===== config.mk =====
export PLATFORM = sky130hd
export DESIGN_NAME = ray_sphere_zone_breach_predictor
export DESIGN_NICKNAME = d
export VERILOG_FILES = /design/src/rszb_pkg.sv /design/src/ray_sphere_zone_breach_predictor.sv /design/src/rszb_alu.sv
export SDC_FILE = /design/constraint.sdc
export NUM_CORES = 2
export LEC_CHECK = 0
export ABC_AREA = 0
export BUFFER_PORTS_ARGS = -buffer_cell sky130_fd_sc_hd__buf_2
export CAP_MARGIN = 20
export CORE_MARGIN = 2
export CORE_UTILIZATION = 45
export DETAILED_ROUTE_END_ITERATION = 6
export PLACE_DENSITY = 0.64
export SLEW_MARGIN = 15
export SYNTH_ARGS = -nofsm -noshare
export SYNTH_HDL_FRONTEND = slang
export SYNTH_SLANG_ARGS = --single-unit
export TNS_END_PERCENT = 5

===== constraint.sdc =====
create_clock -name clk -period 18.3 [get_ports clk]
set_input_delay 5.49 -clock clk [delete_from_list [all_inputs] [get_ports clk]]
set_output_delay 5.49 -clock clk [all_outputs]
set_load 0.03 [all_outputs]

===== src/rszb_pkg.sv =====
// Shared types and constants for the ray-sphere zone breach predictor.
`timescale 1ns / 1ps
package rszb_pkg;

  // Configuration space
  localparam int GEOM_REGS     = 4;
  localparam int MAX_ZONES_DEF = 4;
  localparam int CFG_IDX_W     = 3;
  localparam int CFG_DATA_W    = 64;
  localparam logic [CFG_IDX_W-1:0] REG_ZONE_COUNT = 3'd0;
  localparam logic [CFG_IDX_W-1:0] REG_GEOM_BASE  = 3'd1;

  // Shared unit widths
  localparam int ACC_W = 72;   // accumulator / remainder
  localparam int REM_W = 38;   // square root partial remainder
  localparam int RES_W = 34;   // root or quotient
  localparam int OPD_W = 17;   // multiplier operand (one chunk)

  // Result codes and limits
  localparam logic [15:0] T_NONE       = 16'hFFFF;
  localparam logic [16:0] D_NONE       = 17'h1FFFF;
  localparam logic [15:0] HORIZON_MAX  = 16'd65534;
  localparam logic [31:0] MIN_SPEED_SQ = 32'd100;
  localparam logic [OPD_W-1:0] MS_PER_S = 17'd1000;

  // Product alignment for chunked products
  localparam logic [1:0] SH_0  = 2'd0;
  localparam logic [1:0] SH_17 = 2'd1;
  localparam logic [1:0] SH_34 = 2'd2;

  typedef enum logic [2:0] {
    AOP_NOP = 3'd0,
    AOP_MAC = 3'd1,   // acc = (clr ? 0 : acc) +/- (x*y << sh)
    AOP_SQI = 3'd2,   // load root operand, clear root and remainder
    AOP_SQS = 3'd3,   // one root digit
    AOP_DVI = 3'd4,   // load aligned divisor, clear quotient
    AOP_DVS = 3'd5    // one quotient bit, dividend in acc
  } alu_op_t;

  typedef struct packed {
    alu_op_t          op;
    logic             clr;
    logic             neg;
    logic [1:0]       sh;
    logic [OPD_W-1:0] x;
    logic [OPD_W-1:0] y;
    logic [ACC_W-1:0] wide;
  } alu_cmd_t;

endpackage


===== src/ray_sphere_zone_breach_predictor.sv =====
// Top level of the ray-sphere zone breach predictor: sequencer, registers, ports.
`timescale 1ns / 1ps
// One query (current position, velocity, predicted position, horizon) is
// checked against each configured sphere zone in turn. For each zone the
// block finds the earliest boundary entry time within the horizon (0 when
// the point is already inside) by solving the ray-sphere quadratic in exact
// integer arithmetic, and also checks whether the predicted point lies
// strictly inside. Speeds under 10 mm/s give no usable entry time. The
// earliest breach wins, the lower zone index on a tie, and the result
// carries its time and floor(sqrt) distance from the predicted point to the
// zone centre; with no breach the result reads inactive, zone 0, time 65535
// and distance 131071. All arithmetic runs through one shared unit: a
// 17x17 multiply-accumulate that also performs one square-root digit or one
// quotient bit per cycle. A query first finds the speed, then works each
// zone in turn (the 34-step discriminant square root and up to two
// 17-step divides dominate), then takes the distance root of the winner, if any.
// The input is ready only while the sequencer is idle; the finished result
// sits in an output register, so the next query can transfer while it waits.
// Configuration is a plain write port (index 0 zone count, 1..4 geometry);
// write it only while no query is in flight.
module ray_sphere_zone_breach_predictor import rszb_pkg::*; #(
  parameter int MAX_ZONES = MAX_ZONES_DEF
) (
  input  logic                  clk,
  input  logic                  rst_n,
  // query channel
  input  logic                  in_valid,
  output logic                  in_ready,
  input  logic signed [15:0]    in_cur_x,
  input  logic signed [15:0]    in_cur_y,
  input  logic signed [15:0]    in_cur_z,
  input  logic signed [15:0]    in_vel_x,
  input  logic signed [15:0]    in_vel_y,
  input  logic signed [15:0]    in_vel_z,
  input  logic signed [15:0]    in_pred_x,
  input  logic signed [15:0]    in_pred_y,
  input  logic signed [15:0]    in_pred_z,
  input  logic [15:0]           in_horizon_ms,
  // result channel
  output logic                  out_valid,
  input  logic                  out_ready,
  output logic                  out_breach_active,
  output logic [1:0]            out_zone_index,
  output logic [15:0]           out_impact_time_ms,
  output logic [16:0]           out_predicted_distance_mm,
  // configuration
  input  logic                  cfg_we,
  input  logic [CFG_IDX_W-1:0]  cfg_idx,
  input  logic [CFG_DATA_W-1:0] cfg_wdata
);

  localparam int ZLIM   = (MAX_ZONES < GEOM_REGS) ? MAX_ZONES : GEOM_REGS;
  localparam int K_W    = 6;
  localparam int SQ_D   = 34;             // digits of the discriminant root
  localparam int SQ_P   = 17;             // digits of the distance root
  localparam int DV_N   = 17;             // quotient bits incl. overflow bit
  localparam int D_SH   = ACC_W - 2*SQ_D; // align discriminant to the top
  localparam int P_SH   = ACC_W - 2*SQ_P;

  typedef enum logic [10:0] {
    S_IDLE  = 11'b000_0000_0001,
    S_SPEED = 11'b000_0000_0010,
    S_H     = 11'b000_0000_0100,
    S_C     = 11'b000_0000_1000,
    S_D2    = 11'b000_0001_0000,
    S_DISC  = 11'b000_0010_0000,
    S_SQRT  = 11'b000_0100_0000,
    S_NUM   = 11'b000_1000_0000,
    S_DIV   = 11'b001_0000_0000,
    S_ZEND  = 11'b010_0000_0000,
    S_DIST  = 11'b100_0000_0000
  } state_t;

  function automatic logic [15:0] sel3(input logic [1:0] i, input logic [15:0] a,
                                       input logic [15:0] b, input logic [15:0] c);
    logic [15:0] r;
    case (i)
      2'd0:    r = a;
      2'd1:    r = b;
      default: r = c;
    endcase
    return r;
  endfunction

  function automatic logic [16:0] abs17(input logic [16:0] v);
    return v[16] ? (17'd0 - v) : v;
  endfunction

  // configuration registers
  logic [2:0]            zone_count_r;
  logic [CFG_DATA_W-1:0] geom_r [GEOM_REGS];

  // control
  state_t         state_r, state_nxt;
  logic [K_W-1:0] k_r, k_nxt;
  logic           j_r, j_nxt;
  logic [1:0]     zi_r, zi_nxt;
  logic           out_valid_r, out_valid_nxt;

  // query and per-zone working registers
  logic [15:0] cur_r [3];
  logic [15:0] vel_r [3];
  logic [15:0] prd_r [3];
  logic [15:0] hz_r;
  logic [31:0] a_r, a_nxt;
  logic        slow_r, slow_nxt;
  logic [33:0] h_r, h_nxt;
  logic [33:0] c_r, c_nxt;
  logic        cneg_r, cneg_nxt;
  logic [33:0] d2_r, d2_nxt;
  logic        inside_r, inside_nxt;
  logic [33:0] s_r, s_nxt;
  logic        tfound_r, tfound_nxt;
  logic [15:0] t_r, t_nxt;
  logic [15:0] best_t_r, best_t_nxt;
  logic [1:0]  best_z_r, best_z_nxt;
  logic [33:0] best_d2_r, best_d2_nxt;
  logic        active_r, active_nxt;

  logic        out_breach_active_r, out_breach_active_nxt;
  logic [1:0]  out_zone_index_r, out_zone_index_nxt;
  logic [15:0] out_impact_time_ms_r, out_impact_time_ms_nxt;
  logic [16:0] out_predicted_distance_mm_r, out_predicted_distance_mm_nxt;

  // shared unit
  alu_cmd_t         cmd;
  logic [ACC_W-1:0] acc;
  logic [RES_W-1:0] res;

  rszb_alu u_alu (
    .clk (clk),
    .cmd (cmd),
    .acc (acc),
    .res (res)
  );

  logic            accept;
  logic [2:0]      n_eff;
  logic            zi_last;
  logic [63:0]     g;
  logic [15:0]     zc_sel, cur_sel, vel_sel, prd_sel, rad;
  logic [16:0]     o_sel, d_sel, v_sel;
  logic [33:0]     hmag;
  logic [35:0]     h36, s36, num;
  logic [16:0]     q;
  logic            hit;
  logic [15:0]     tti;

  assign accept   = in_valid && in_ready;
  assign in_ready = (state_r == S_IDLE);

  assign n_eff   = (zone_count_r > 3'(ZLIM)) ? 3'(ZLIM) : zone_count_r;
  assign zi_last = (({1'b0, zi_r} + 3'd1) == n_eff);

  // operand selection: component chosen by the low step bits
  always_comb begin
    g       = geom_r[zi_r];
    rad     = g[63:48];
    zc_sel  = sel3(k_r[1:0], g[15:0], g[31:16], g[47:32]);
    cur_sel = sel3(k_r[1:0], cur_r[0], cur_r[1], cur_r[2]);
    vel_sel = sel3(k_r[1:0], vel_r[0], vel_r[1], vel_r[2]);
    prd_sel = sel3(k_r[1:0], prd_r[0], prd_r[1], prd_r[2]);
    o_sel   = {cur_sel[15], cur_sel} - {zc_sel[15], zc_sel};
    d_sel   = {prd_sel[15], prd_sel} - {zc_sel[15], zc_sel};
    v_sel   = {vel_sel[15], vel_sel};
    hmag    = h_r[33] ? (34'd0 - h_r) : h_r;
    h36     = {{2{h_r[33]}}, h_r};
    s36     = {2'b00, s_r};
    num     = j_r ? (s36 - h36) : (36'd0 - h36 - s36);
    q       = res[16:0];
    hit     = tfound_r || inside_r;
    tti     = !tfound_r ? 16'd0 : (slow_r ? T_NONE : t_r);
  end

  // sequencer
  always_comb begin
    state_nxt   = state_r;
    k_nxt       = k_r;
    j_nxt       = j_r;
    zi_nxt      = zi_r;
    a_nxt       = a_r;
    slow_nxt    = slow_r;
    h_nxt       = h_r;
    c_nxt       = c_r;
    cneg_nxt    = cneg_r;
    d2_nxt      = d2_r;
    inside_nxt  = inside_r;
    s_nxt       = s_r;
    tfound_nxt  = tfound_r;
    t_nxt       = t_r;
    best_t_nxt  = best_t_r;
    best_z_nxt  = best_z_r;
    best_d2_nxt = best_d2_r;
    active_nxt  = active_r;
    out_valid_nxt                 = out_valid_r && !out_ready;
    out_breach_active_nxt         = out_breach_active_r;
    out_zone_index_nxt            = out_zone_index_r;
    out_impact_time_ms_nxt        = out_impact_time_ms_r;
    out_predicted_distance_mm_nxt = out_predicted_distance_mm_r;
    cmd    = '0;
    cmd.op = AOP_NOP;

    unique case (state_r)
      S_IDLE: begin
        if (in_valid) begin
          best_t_nxt = T_NONE;
          best_z_nxt = 2'd0;
          active_nxt = 1'b0;
          k_nxt      = '0;
          state_nxt  = S_SPEED;
        end
      end

      // a = |v|^2
      S_SPEED: begin
        if (k_r < K_W'(3)) begin
          cmd.op  = AOP_MAC;
          cmd.clr = (k_r == '0);
          cmd.x   = abs17(v_sel);
          cmd.y   = abs17(v_sel);
          k_nxt   = k_r + K_W'(1);
        end else begin
          a_nxt     = acc[31:0];
          slow_nxt  = acc[31:0] < MIN_SPEED_SQ;
          zi_nxt    = 2'd0;
          k_nxt     = '0;
          state_nxt = (n_eff == 3'd0) ? S_DIST : S_H;
        end
      end

      // h = o.v
      S_H: begin
        if (k_r < K_W'(3)) begin
          cmd.op  = AOP_MAC;
          cmd.clr = (k_r == '0);
          cmd.neg = o_sel[16] ^ v_sel[16];
          cmd.x   = abs17(o_sel);
          cmd.y   = abs17(v_sel);
          k_nxt   = k_r + K_W'(1);
        end else begin
          h_nxt     = acc[33:0];
          k_nxt     = '0;
          state_nxt = S_C;
        end
      end

      // c = |o|^2 - r^2
      S_C: begin
        if (k_r < K_W'(3)) begin
          cmd.op  = AOP_MAC;
          cmd.clr = (k_r == '0);
          cmd.x   = abs17(o_sel);
          cmd.y   = abs17(o_sel);
          k_nxt   = k_r + K_W'(1);
        end else if (k_r == K_W'(3)) begin
          cmd.op  = AOP_MAC;
          cmd.neg = 1'b1;
          cmd.x   = {1'b0, rad};
          cmd.y   = {1'b0, rad};
          k_nxt   = k_r + K_W'(1);
        end else begin
          cneg_nxt  = acc[ACC_W-1];
          c_nxt     = acc[33:0];
          k_nxt     = '0;
          state_nxt = S_D2;
        end
      end

      // d2 = |pred - centre|^2, then inside test against r^2
      S_D2: begin
        if (k_r < K_W'(3)) begin
          cmd.op  = AOP_MAC;
          cmd.clr = (k_r == '0);
          cmd.x   = abs17(d_sel);
          cmd.y   = abs17(d_sel);
          k_nxt   = k_r + K_W'(1);
        end else if (k_r == K_W'(3)) begin
          d2_nxt  = acc[33:0];
          cmd.op  = AOP_MAC;
          cmd.neg = 1'b1;
          cmd.x   = {1'b0, rad};
          cmd.y   = {1'b0, rad};
          k_nxt   = k_r + K_W'(1);
        end else begin
          inside_nxt = acc[ACC_W-1];
          k_nxt      = '0;
          if (cneg_r) begin
            // already inside the sphere: entry at time zero
            tfound_nxt = 1'b1;
            t_nxt      = 16'd0;
            state_nxt  = S_ZEND;
          end else if (a_r == 32'd0) begin
            tfound_nxt = 1'b0;
            state_nxt  = S_ZEND;
          end else begin
            state_nxt = S_DISC;
          end
        end
      end

      // D = h^2 - a*c from 17-bit chunks
      S_DISC: begin
        if (k_r < K_W'(8)) begin
          cmd.op = AOP_MAC;
          case (k_r[2:0])
            3'd0: begin
              cmd.clr = 1'b1; cmd.x = hmag[16:0];  cmd.y = hmag[16:0];  cmd.sh = SH_0;
            end
            3'd1: begin
              cmd.x = hmag[16:0];  cmd.y = hmag[33:17]; cmd.sh = SH_17;
            end
            3'd2: begin
              cmd.x = hmag[33:17]; cmd.y = hmag[16:0];  cmd.sh = SH_17;
            end
            3'd3: begin
              cmd.x = hmag[33:17]; cmd.y = hmag[33:17]; cmd.sh = SH_34;
            end
            3'd4: begin
              cmd.neg = 1'b1; cmd.x = a_r[16:0]; cmd.y = c_r[16:0]; cmd.sh = SH_0;
            end
            3'd5: begin
              cmd.neg = 1'b1; cmd.x = a_r[16:0]; cmd.y = c_r[33:17]; cmd.sh = SH_17;
            end
            3'd6: begin
              cmd.neg = 1'b1; cmd.x = {2'b00, a_r[31:17]}; cmd.y = c_r[16:0];
              cmd.sh  = SH_17;
            end
            default: begin
              cmd.neg = 1'b1; cmd.x = {2'b00, a_r[31:17]}; cmd.y = c_r[33:17];
              cmd.sh  = SH_34;
            end
          endcase
          k_nxt = k_r + K_W'(1);
        end else begin
          k_nxt = '0;
          if (acc[ACC_W-1]) begin
            tfound_nxt = 1'b0;
            state_nxt  = S_ZEND;
          end else begin
            cmd.op    = AOP_SQI;
            cmd.wide  = acc << D_SH;
            state_nxt = S_SQRT;
          end
        end
      end

      // s = floor(sqrt(D)), one digit per cycle
      S_SQRT: begin
        if (k_r < K_W'(SQ_D)) begin
          cmd.op = AOP_SQS;
          k_nxt  = k_r + K_W'(1);
        end else begin
          s_nxt     = res[33:0];
          j_nxt     = 1'b0;
          k_nxt     = '0;
          state_nxt = S_NUM;
        end
      end

      // N = 1000 * (-h -/+ s), skip a negative numerator
      S_NUM: begin
        if (k_r == '0) begin
          if (num[35]) begin
            if (!j_r) begin
              j_nxt = 1'b1;
            end else begin
              tfound_nxt = 1'b0;
              state_nxt  = S_ZEND;
            end
          end else begin
            cmd.op  = AOP_MAC;
            cmd.clr = 1'b1;
            cmd.x   = num[16:0];
            cmd.y   = MS_PER_S;
            cmd.sh  = SH_0;
            k_nxt   = k_r + K_W'(1);
          end
        end else if (k_r == K_W'(1)) begin
          cmd.op = AOP_MAC;
          cmd.x  = num[33:17];
          cmd.y  = MS_PER_S;
          cmd.sh = SH_17;
          k_nxt  = k_r + K_W'(1);
        end else if (k_r == K_W'(2)) begin
          cmd.op = AOP_MAC;
          cmd.x  = {16'd0, num[34]};
          cmd.y  = MS_PER_S;
          cmd.sh = SH_34;
          k_nxt  = k_r + K_W'(1);
        end else begin
          // divisor aligned so the top quotient bit flags an overflow
          cmd.op    = AOP_DVI;
          cmd.wide  = ACC_W'({a_r, 16'd0});
          k_nxt     = '0;
          state_nxt = S_DIV;
        end
      end

      // t = floor(N / a), accept if it fits the horizon
      S_DIV: begin
        if (k_r < K_W'(DV_N)) begin
          cmd.op = AOP_DVS;
          k_nxt  = k_r + K_W'(1);
        end else begin
          k_nxt = '0;
          if (!q[16] && (q[15:0] <= hz_r)) begin
            tfound_nxt = 1'b1;
            t_nxt      = q[15:0];
            state_nxt  = S_ZEND;
          end else if (!j_r) begin
            j_nxt     = 1'b1;
            state_nxt = S_NUM;
          end else begin
            tfound_nxt = 1'b0;
            state_nxt  = S_ZEND;
          end
        end
      end

      // keep the strictly earliest breach
      S_ZEND: begin
        if (hit && (tti < best_t_r)) begin
          best_t_nxt  = tti;
          best_z_nxt  = zi_r;
          best_d2_nxt = d2_r;
          active_nxt  = 1'b1;
        end
        k_nxt = '0;
        if (zi_last) begin
          state_nxt = S_DIST;
        end else begin
          zi_nxt    = zi_r + 2'd1;
          state_nxt = S_H;
        end
      end

      // distance root of the winner, then hand the result over
      S_DIST: begin
        if (k_r == '0) begin
          if (active_r) begin
            cmd.op   = AOP_SQI;
            cmd.wide = {best_d2_r, (P_SH)'(0)};
            k_nxt    = k_r + K_W'(1);
          end else begin
            k_nxt = K_W'(SQ_P + 1);
          end
        end else if (k_r <= K_W'(SQ_P)) begin
          cmd.op = AOP_SQS;
          k_nxt  = k_r + K_W'(1);
        end else if (!out_valid_r || out_ready) begin
          out_valid_nxt                 = 1'b1;
          out_breach_active_nxt         = active_r;
          out_zone_index_nxt            = best_z_r;
          out_impact_time_ms_nxt        = best_t_r;
          out_predicted_distance_mm_nxt = active_r ? res[16:0] : D_NONE;
          state_nxt                     = S_IDLE;
        end
      end

      default: state_nxt = S_IDLE;
    endcase
  end

  // control and configuration registers
  always_ff @(posedge clk) begin
    if (!rst_n) begin
      state_r      <= S_IDLE;
      k_r          <= '0;
      j_r          <= 1'b0;
      zi_r         <= 2'd0;
      out_valid_r  <= 1'b0;
      zone_count_r <= 3'd0;
      for (int i = 0; i < GEOM_REGS; i++) begin
        geom_r[i] <= '0;
      end
    end else begin
      state_r     <= state_nxt;
      k_r         <= k_nxt;
      j_r         <= j_nxt;
      zi_r        <= zi_nxt;
      out_valid_r <= out_valid_nxt;
      if (cfg_we) begin
        if (cfg_idx == REG_ZONE_COUNT) begin
          zone_count_r <= cfg_wdata[2:0];
        end
        for (int i = 0; i < GEOM_REGS; i++) begin
          if (cfg_idx == (REG_GEOM_BASE + CFG_IDX_W'(i))) begin
            geom_r[i] <= cfg_wdata;
          end
        end
      end
    end
  end

  // working and result payload
  always_ff @(posedge clk) begin
    if (accept) begin
      cur_r[0] <= in_cur_x;
      cur_r[1] <= in_cur_y;
      cur_r[2] <= in_cur_z;
      vel_r[0] <= in_vel_x;
      vel_r[1] <= in_vel_y;
      vel_r[2] <= in_vel_z;
      prd_r[0] <= in_pred_x;
      prd_r[1] <= in_pred_y;
      prd_r[2] <= in_pred_z;
      hz_r     <= (in_horizon_ms > HORIZON_MAX) ? HORIZON_MAX : in_horizon_ms;
    end
    a_r       <= a_nxt;
    slow_r    <= slow_nxt;
    h_r       <= h_nxt;
    c_r       <= c_nxt;
    cneg_r    <= cneg_nxt;
    d2_r      <= d2_nxt;
    inside_r  <= inside_nxt;
    s_r       <= s_nxt;
    tfound_r  <= tfound_nxt;
    t_r       <= t_nxt;
    best_t_r  <= best_t_nxt;
    best_z_r  <= best_z_nxt;
    best_d2_r <= best_d2_nxt;
    active_r  <= active_nxt;
    out_breach_active_r         <= out_breach_active_nxt;
    out_zone_index_r            <= out_zone_index_nxt;
    out_impact_time_ms_r        <= out_impact_time_ms_nxt;
    out_predicted_distance_mm_r <= out_predicted_distance_mm_nxt;
  end

  assign out_valid                 = out_valid_r;
  assign out_breach_active         = out_breach_active_r;
  assign out_zone_index            = out_zone_index_r;
  assign out_impact_time_ms        = out_impact_time_ms_r;
  assign out_predicted_distance_mm = out_predicted_distance_mm_r;

`ifndef SYNTHESIS
  a_start: assert property (@(posedge clk) disable iff (!rst_n)
    accept |=> (state_r == S_SPEED))
    else $error("transfer in did not start the speed pass");

  a_zone_range: assert property (@(posedge clk) disable iff (!rst_n)
    (state_r == S_H) |-> ({1'b0, zi_r} < n_eff))
    else $error("zone index beyond active zone count");

  a_no_breach: assert property (@(posedge clk) disable iff (!rst_n)
    (out_valid_r && !out_breach_active_r) |->
      (out_impact_time_ms_r == T_NONE && out_predicted_distance_mm_r == D_NONE))
    else $error("inactive result carries a time or distance");

  a_breach_time: assert property (@(posedge clk) disable iff (!rst_n)
    (out_valid_r && out_breach_active_r) |-> (out_impact_time_ms_r != T_NONE))
    else $error("active result without a usable time");
`endif

endmodule


===== src/rszb_alu.sv =====
// Shared multiply-accumulate, square root and divide step unit.
`timescale 1ns / 1ps
module rszb_alu import rszb_pkg::*; (
  input  logic             clk,
  input  alu_cmd_t         cmd,
  output logic [ACC_W-1:0] acc,
  output logic [RES_W-1:0] res
);

  logic [ACC_W-1:0] acc_r, acc_nxt;
  logic [ACC_W-1:0] aux_r, aux_nxt;
  logic [REM_W-1:0] rem_r, rem_nxt;
  logic [RES_W-1:0] res_r, res_nxt;

  logic [2*OPD_W-1:0] prod;
  logic [ACC_W-1:0]   pz, pshift, base, mac_sum;
  logic [REM_W-1:0]   sq_win, sq_trial, sq_diff;
  logic               sq_ge, dv_ge;

  always_comb begin
    prod = (2*OPD_W)'(cmd.x) * (2*OPD_W)'(cmd.y);
    pz   = ACC_W'(prod);
    case (cmd.sh)
      SH_0:    pshift = pz;
      SH_17:   pshift = pz << OPD_W;
      default: pshift = pz << (2*OPD_W);
    endcase
    base    = cmd.clr ? '0 : acc_r;
    mac_sum = cmd.neg ? (base - pshift) : (base + pshift);

    // bring down the next two operand bits, try (2*root)*2+1
    sq_win   = {rem_r[REM_W-3:0], aux_r[ACC_W-1 -: 2]};
    sq_trial = {(REM_W-RES_W-2)'(0), res_r, 2'b01};
    sq_ge    = sq_win >= sq_trial;
    sq_diff  = sq_win - sq_trial;

    dv_ge = acc_r >= aux_r;

    acc_nxt = acc_r;
    aux_nxt = aux_r;
    rem_nxt = rem_r;
    res_nxt = res_r;
    unique case (cmd.op)
      AOP_NOP: ;
      AOP_MAC: acc_nxt = mac_sum;
      AOP_SQI: begin
        aux_nxt = cmd.wide;
        rem_nxt = '0;
        res_nxt = '0;
      end
      AOP_SQS: begin
        rem_nxt = sq_ge ? sq_diff : sq_win;
        res_nxt = {res_r[RES_W-2:0], sq_ge};
        aux_nxt = aux_r << 2;
      end
      AOP_DVI: begin
        aux_nxt = cmd.wide;
        res_nxt = '0;
      end
      AOP_DVS: begin
        if (dv_ge) begin
          acc_nxt = acc_r - aux_r;
        end
        res_nxt = {res_r[RES_W-2:0], dv_ge};
        aux_nxt = aux_r >> 1;
      end
      default: ;
    endcase
  end

  always_ff @(posedge clk) begin
    acc_r <= acc_nxt;
    aux_r <= aux_nxt;
    rem_r <= rem_nxt;
    res_r <= res_nxt;
  end

  assign acc = acc_r;
  assign res = res_r;

endmodule


==> After elaboration in Yosys (flattened, before gate mapping) <==
Memories as Yosys holds them, arrays and structs flattened. A register that Yosys moved wholly into a read port is not among the register bits.
Index checks and enable logic that the tools add are counted.
{ "word_totals": {"regBits": 531, "mem_bits_rw": 400, "output_inout_bits": 38, "mem_count": 4} }
{ "classes": {"n_addsub": 16, "multipliers": 1, "order_cmp": 12, "n_eq_ne": 61, "n_mux": 172, "bitwise": 10, "n_reduce_logical": 46} }
{ "memory_table": {"columns": ["name", "depth", "word_bits", "rd", "rd_clocked_by_memory_dff", "write_ports", "line", "source"], "rows": [
  ["geom_r", 4, 64, 1, 1, 4, "ray_sphere_zone_breach_predictor.sv:91", "logic [CFG_DATA_W-1:0] geom_r [GEOM_REGS];"],
  ["cur_r", 3, 16, 3, 0, 3, "ray_sphere_zone_breach_predictor.sv:101", "logic [15:0] cur_r [3];"],
  ["prd_r", 3, 16, 3, 0, 3, "ray_sphere_zone_breach_predictor.sv:103", "logic [15:0] prd_r [3];"],
  ["vel_r", 3, 16, 3, 0, 3, "ray_sphere_zone_breach_predictor.sv:102", "logic [15:0] vel_r [3];"]
]} }
{ "op_table": {"columns": ["op", "count"], "rows": [
  ["2-to-1 mux 72 bit", 7],
  ["one-hot mux 72 bit (3 select lines)", 2],
  ["2-to-1 mux 64 bit", 4],
  ["one-hot mux 36 bit (7 select lines)", 1],
  ["2-to-1 mux 11 bit", 21],
  ["2-to-1 mux 34 bit", 6],
  ["one-hot mux 34 bit (6 select lines)", 1],
  ["one-hot mux 16 bit (2 select lines)", 6],
  ["2-to-1 mux 36 bit", 5],
  ["2-to-1 mux 16 bit", 9],
  ["2-to-1 mux 48 bit", 3],
  ["one-hot mux 72 bit (2 select lines)", 1],
  ["subtractor 72 bit", 2],
  ["one-hot mux 68 bit (2 select lines)", 1],
  ["one-hot mux 11 bit (11 select lines)", 1],
  ["one-hot mux 34 bit (3 select lines)", 1],
  ["2-to-1 mux 6 bit", 14],
  ["adder 72 bit", 1],
  [">= comparator 72 bit", 1],
  ["one-hot mux 36 bit (2 select lines)", 1],
  ["one-hot mux 6 bit (9 select lines)", 1],
  ["2-to-1 mux 17 bit", 3],
  ["2-to-1 mux 1 bit", 49],
  ["2-to-1 mux 10 bit", 4],
  ["76 further kinds", 173]
]} }

==> Depth between registers and ports, before layout <==
{ "logic_depth": {"ltp_word": 12, "mapped_depth": 76, "mapped_depth_nobuf": 64} }

==> Modules after synthesis <==
From an unflattened synthesis, not the netlist that was laid out.
{ "hier_totals": {"hier_cells": 7291, "area_unflattened_um2": 71643.7} }
{ "by_module_without_submodules": {"columns": ["mod", "instances", "cells_each", "area_each_um2", "seq_area_each_um2"], "rows": [
  ["ray_sphere_zone_breach_predictor", 1, 3364, 39355.2, 21330.5],
  ["rszb_alu", 1, 3927, 32288.5, 6426.2]
]} }

==> Worst setup path after synthesis <==
OpenSTA, ideal clock, no wires.
{ "synth_timing": {"path_type": "register to register", "start": "register (tool-made name)", "end": "register u_alu.acc_r[71], in the netlist u_alu.acc[71], data pin", "setup_time_ns": 0.260, "t_arrival_ns": 16.643, "required_time_ns": 18.040, "path_slack_ns": 1.397, "path_stages_with_launch": 66, "path_buffers": 9, "cell_sequence": "dfxtp_1 > buf_4 > clkbuf_1 > clkbuf_1 > clkbuf_1 > buf_1 > mux4_2 > a22oi_1 > nand2_1 > ha_1 > inv_1 > fa_1 > inv_1 > a211oi_1 > nand4_1 > a31oi_1 > o21ai_0 > a21o_1 > [... 30 more ...] > mux2i_1 > a211o_1 > nor4_1 > nand2b_1 > o21ai_0 > xnor2_1 > ha_1 > clkbuf_1 > nand4_1 > or4_1 > or3_1 > o221ai_1 > o21ai_0 > o21ai_0 > a21oi_1 > o21ai_0 > xnor3_1 > mux2_2"} }
{ "synth_rtl": {"columns": ["element", "line", "source"], "rows": [
  ["end signal: assignment", "rszb_alu.sv:72", "acc_r <= acc_nxt;"],
  ["end: declaration", "rszb_alu.sv:10", "logic [ACC_W-1:0] acc_r, acc_nxt;"]
]} }

==> Final worst setup path <==
{ "layout_timing": {"start": "register k_r[0]", "end": "register u_alu.acc_r[66], in the netlist u_alu.acc[66], data pin"} }
{ "layout_between": {"elab_chain_len": 12, "elab_cells_between_ends": 76} }
{ "layout_rtl": {"columns": ["element", "line", "source"], "rows": [
  ["start: declaration", "ray_sphere_zone_breach_predictor.sv:95", "logic [K_W-1:0] k_r, k_nxt;"],
  ["start signal: assignment", "ray_sphere_zone_breach_predictor.sv:478", "k_r <= k_nxt;"],
  ["equality test 2 x 1 -> 1 bit / logical NOT 2 bit (equally long branches)", "ray_sphere_zone_breach_predictor.sv:77", "case (i)"],
  ["one-hot mux 16 bit (2 select lines)", "ray_sphere_zone_breach_predictor.sv:77", null],
  ["subtractor 16 x 16 -> 17 bit, on equally long branches", "ray_sphere_zone_breach_predictor.sv:164, ray_sphere_zone_breach_predictor.sv:163", null],
  ["subtractor 1 x 17 -> 17 bit", "ray_sphere_zone_breach_predictor.sv:86", "return v[16] ? (17'd0 - v) : v;"],
  ["2-to-1 mux 17 bit", "ray_sphere_zone_breach_predictor.sv:86", null],
  ["2-to-1 mux 34 bit, on equally long branches", "ray_sphere_zone_breach_predictor.sv:271, ray_sphere_zone_breach_predictor.sv:233, ray_sphere_zone_breach_predictor.sv:249", null],
  ["one-hot mux 34 bit (6 select lines)", "ray_sphere_zone_breach_predictor.sv:203", "unique case (state_r)"],
  ["multiplier 17 x 17 -> 34 bit", "rszb_alu.sv:21", "prod = (2*OPD_W)'(cmd.x) * (2*OPD_W)'(cmd.y);"],
  ["one-hot mux 68 bit (2 select lines)", "rszb_alu.sv:23", "case (cmd.sh)"],
  ["adder 72 bit / subtractor 72 bit (equally long branches)", "rszb_alu.sv:29", "mac_sum = cmd.neg ? (base - pshift) : (base + pshift);"],
  ["2-to-1 mux 72 bit", "rszb_alu.sv:29", null],
  ["one-hot mux 72 bit (2 select lines) (*)", "rszb_alu.sv:43", "unique case (cmd.op)"],
  ["named net u_alu.acc_nxt[66]", "rszb_alu.sv:10", null]
]} }
The timed path passes the listed nets; every way through them passes the cells marked *.
A chain may end at the register's enable or synchronous reset.

==> run_results.csv <==
group,metric,value,unit
outcome,status,"finished, violations left",
outcome,violations,"design-rule violations",
sta,finalCriticalPeriod,17.29,ns
die,start_util,45.2,%
die,die_x,402,um
synth,yosysTopAreaCell,"edfxtp_1",
critical_path,worst_path_max_delay_cell,"a2111o_1",
final_layout,seq_area,27800,um2
die,io_pins,270,
clocking,htreeDepth,3,
grt,track_usage,30.3,%
sta,slew_viol_final,0,
routing,drt-initial-drc-count,7438,
routing,viasPerCell,6.18,
place,io_buffers,269,
sta,worst_slew_pin_slew,1.37,ns
clocking,path_clk_slew,0.07,ns
grt,grt_pass1_wl,371000,um
die,die_area,162000,um2
final_layout,area_delta_synth_final,10.8,%
clocking,cts_tree,"yes",
run,drv_cap,0,
synth,synth_area_leaders,"edfxtp_1 (38%), ha_1 (8.0%), fa_1 (6.4%)",
synth,yosysWarnings,0,
sta,fin_hold_ws,0.388,ns
clocking,clk_path_buf_depth,3,
synth,syn_area_per_cell,9.83,um2
final_layout,multiInputGateArea,40300,um2
synth,synth_top_area_share,38.1,%
critical_path,crit_path_max_fanout,38,
clocking,clkLatencyLatePin,0.78,ns
sta,rsz0062_at_grt,"false",
routing,remaining_drc_errors,48,
die,die_height,402,um
routing,ant_nets,0,
routing,drt_wl_total,250000,um
routing,wl_per_cell,26.0,um
sta,fin_setup_tns,0,ns
power,ir_drop,0.0928,mV
sta,finalClockSkew,0.0799,ns
sta,timing.final.crit_share,94.5,%
grt,gr-total-overflow,0,
final_layout,final_common_cell,"edfxtp_1",
routing,vias,59406,
synth,syn_inst,7266,
synth,ys_seq_elements,933,
sta,relSlewSlack,7.25,%
place,place.gp.congestion,1.03,
critical_path,max_stage_delay,0.74,ns
die,placementRows,146,
routing,drt_pre_antenna_iters,7,
sta,setup_viol,0,
critical_path,reg2reg_slack,1.01,ns
power,total_power,0.00595,W
die,core-area,158000,um2
synth,synth_edf_count,907,
critical_path,cpMostUsedCell,"fa_1",
grt,grt_start_max_net_pins,84,
synth,netlist_area,71400,um2
power,p_leak,32.4,nW
clocking,numCtsBuffers,103,
clocking,clock_sinks,933,
grt,antenna_found_initial,29,
sta,fmax,57.8,MHz
synth,ys.flop_type,"edfxtp_1",
critical_path,worstPathArrival,17.76,ns
critical_path,startpoint_type,"register",
synth,async_flop_share,0,%
synth,yosysSeqAreaShare,38.9,%
final_layout,drive_gt1_share,10.3,%
final_layout,nets,8363,
synth,synth_nets,8184,
final_layout,final_cell_mix,"edfxtp_1 (907), nand2_1 (602), inv_1 (581)",
place,hpwl,189000,um
worst_hold_path,worstHoldPathType,"register to register",
critical_path,critical-path-top-delay-family,"compound AO/OA/AOI/OAI gates",
clocking,clk_root_buffer_cell,"clkbuf_16",
critical_path,critPathCaptureType,"register",
sta,hold_violations,0,
synth,synth_cell_types,115,
final_layout,finalCoreUtilization,50.1,%
critical_path,required,18.77,ns
critical_path,crit_type,"register to register",
critical_path,cp_num_buf_inv,9,
grt,first_global_vias,57816,
final_layout,n_fill_cell,14530,
power,pwr_density_cell,75.2,nW/um2
## final timing paths
kind / start / to / depth (start not counted)
worst max-delay path: k_r[0]$_SDFFE_PN0P_ / u_alu.acc[66]$_DFFE_PP_ / 63
worst min-delay path: d2_r[8]$_DFFE_PP_ / best_d2_r[8]$_DFFE_PP_ / 0
worst max register to register: k_r[0]$_SDFFE_PN0P_ / u_alu.acc[66]$_DFFE_PP_ / 63
worst min register to register: d2_r[8]$_DFFE_PP_ / best_d2_r[8]$_DFFE_PP_ / 0
## metal layers
metal	global-route usage, %	vias to the layer above	share of wire (%)
li1	-	26797	-
met5	0	-	0.036
met4	12.2	14	4.5
met2	47.4	2942	45
met1	41.8	29105	42
met3	5.40	548	9.1
## repair_timing
item                       in CTS  in global routing
setup endpoints to repair       0                 11
resized for setup               0                 11
setup buffers                   0                  2
hold buffers                    0                  0
## cell usage after synthesis (83+ instances only)
| cell | count |
|---|---|
| a21o_1 | 212 |
| a21oi_1 | 513 |
| and2_1 | 451 |
| clkbuf_1 | 300 |
| edfxtp_1 | 907 |
| fa_1 | 230 |
| ha_1 | 456 |
| inv_1 | 582 |
| mux2i_1 | 83 |
| nand2_1 | 605 |
| nand2b_1 | 95 |
| nand3_1 | 119 |
| nor2_1 | 434 |
| nor3_1 | 101 |
| o21ai_0 | 367 |
| xnor2_1 | 247 |
| xor2_1 | 123 |
## state kept, by name, summed over array words and instances, names as in the netlist, 17 cells and up, named ones only
name                       cells
a_r                           32
best_d2_r                     34
c_r                           34
cur_r                         48
d2_r                          34
geom_r                       256
h_r                           34
out_predicted_distance_mm     17
prd_r                         48
s_r                           34
u_alu.acc                     72
u_alu.aux_r                   72
u_alu.rem_r                   36
u_alu.res                     34
vel_r                         48
## kinds of logic (layout without fill, tap and decap cells)
kind of cell,count (synthesis),after routing,synth area share [%]
buf+inv,942,1207,5.04
simple gates,2239,2239,15.9
compound gates,1955,1955,18.3
fa+ha+maj,687,687,14.5
xor+xnor,373,373,4.62
flops,933,933,38.9
other cells,0,11,0
mux,137,137,2.76
## per-stage QoR
step | cell area, um2 | cells | setup WS [ns]
floorplan | 71400 | 7266 | 1.40
global placement | 75400 | 9405 | 0.873
detailed placement | 75400 | 9406 | 0.527
CTS | 79000 | 9597 | 0.412
global route | 79100 | 9610 | 0.0177
finish | 79100 | 9614 | 1.01
## report_power, final
part	switching (W)	total (W)	internal, W	leakage (nW)
Sequential	0.0000230	0.00247	0.00245	8.69
Clock	0.000955	0.00222	0.00127	1.72
Combinational	0.000805	0.00126	0.000454	22.0
## cell type report
type | count | area share (%)
Multi-Input combinational cell | 5391 | 51.0
Clock buffer | 121 | 3.36
Clock inverter | 70 | 1.20
Timing Repair Buffer | 432 | 3.28
Antenna cell | 11 | 0.0348
Inverter | 584 | 2.78
Sequential cell | 933 | 35.1
Tap cell | 2072 | 3.28
Note: power is estimated with default switching activity, not from simulation.
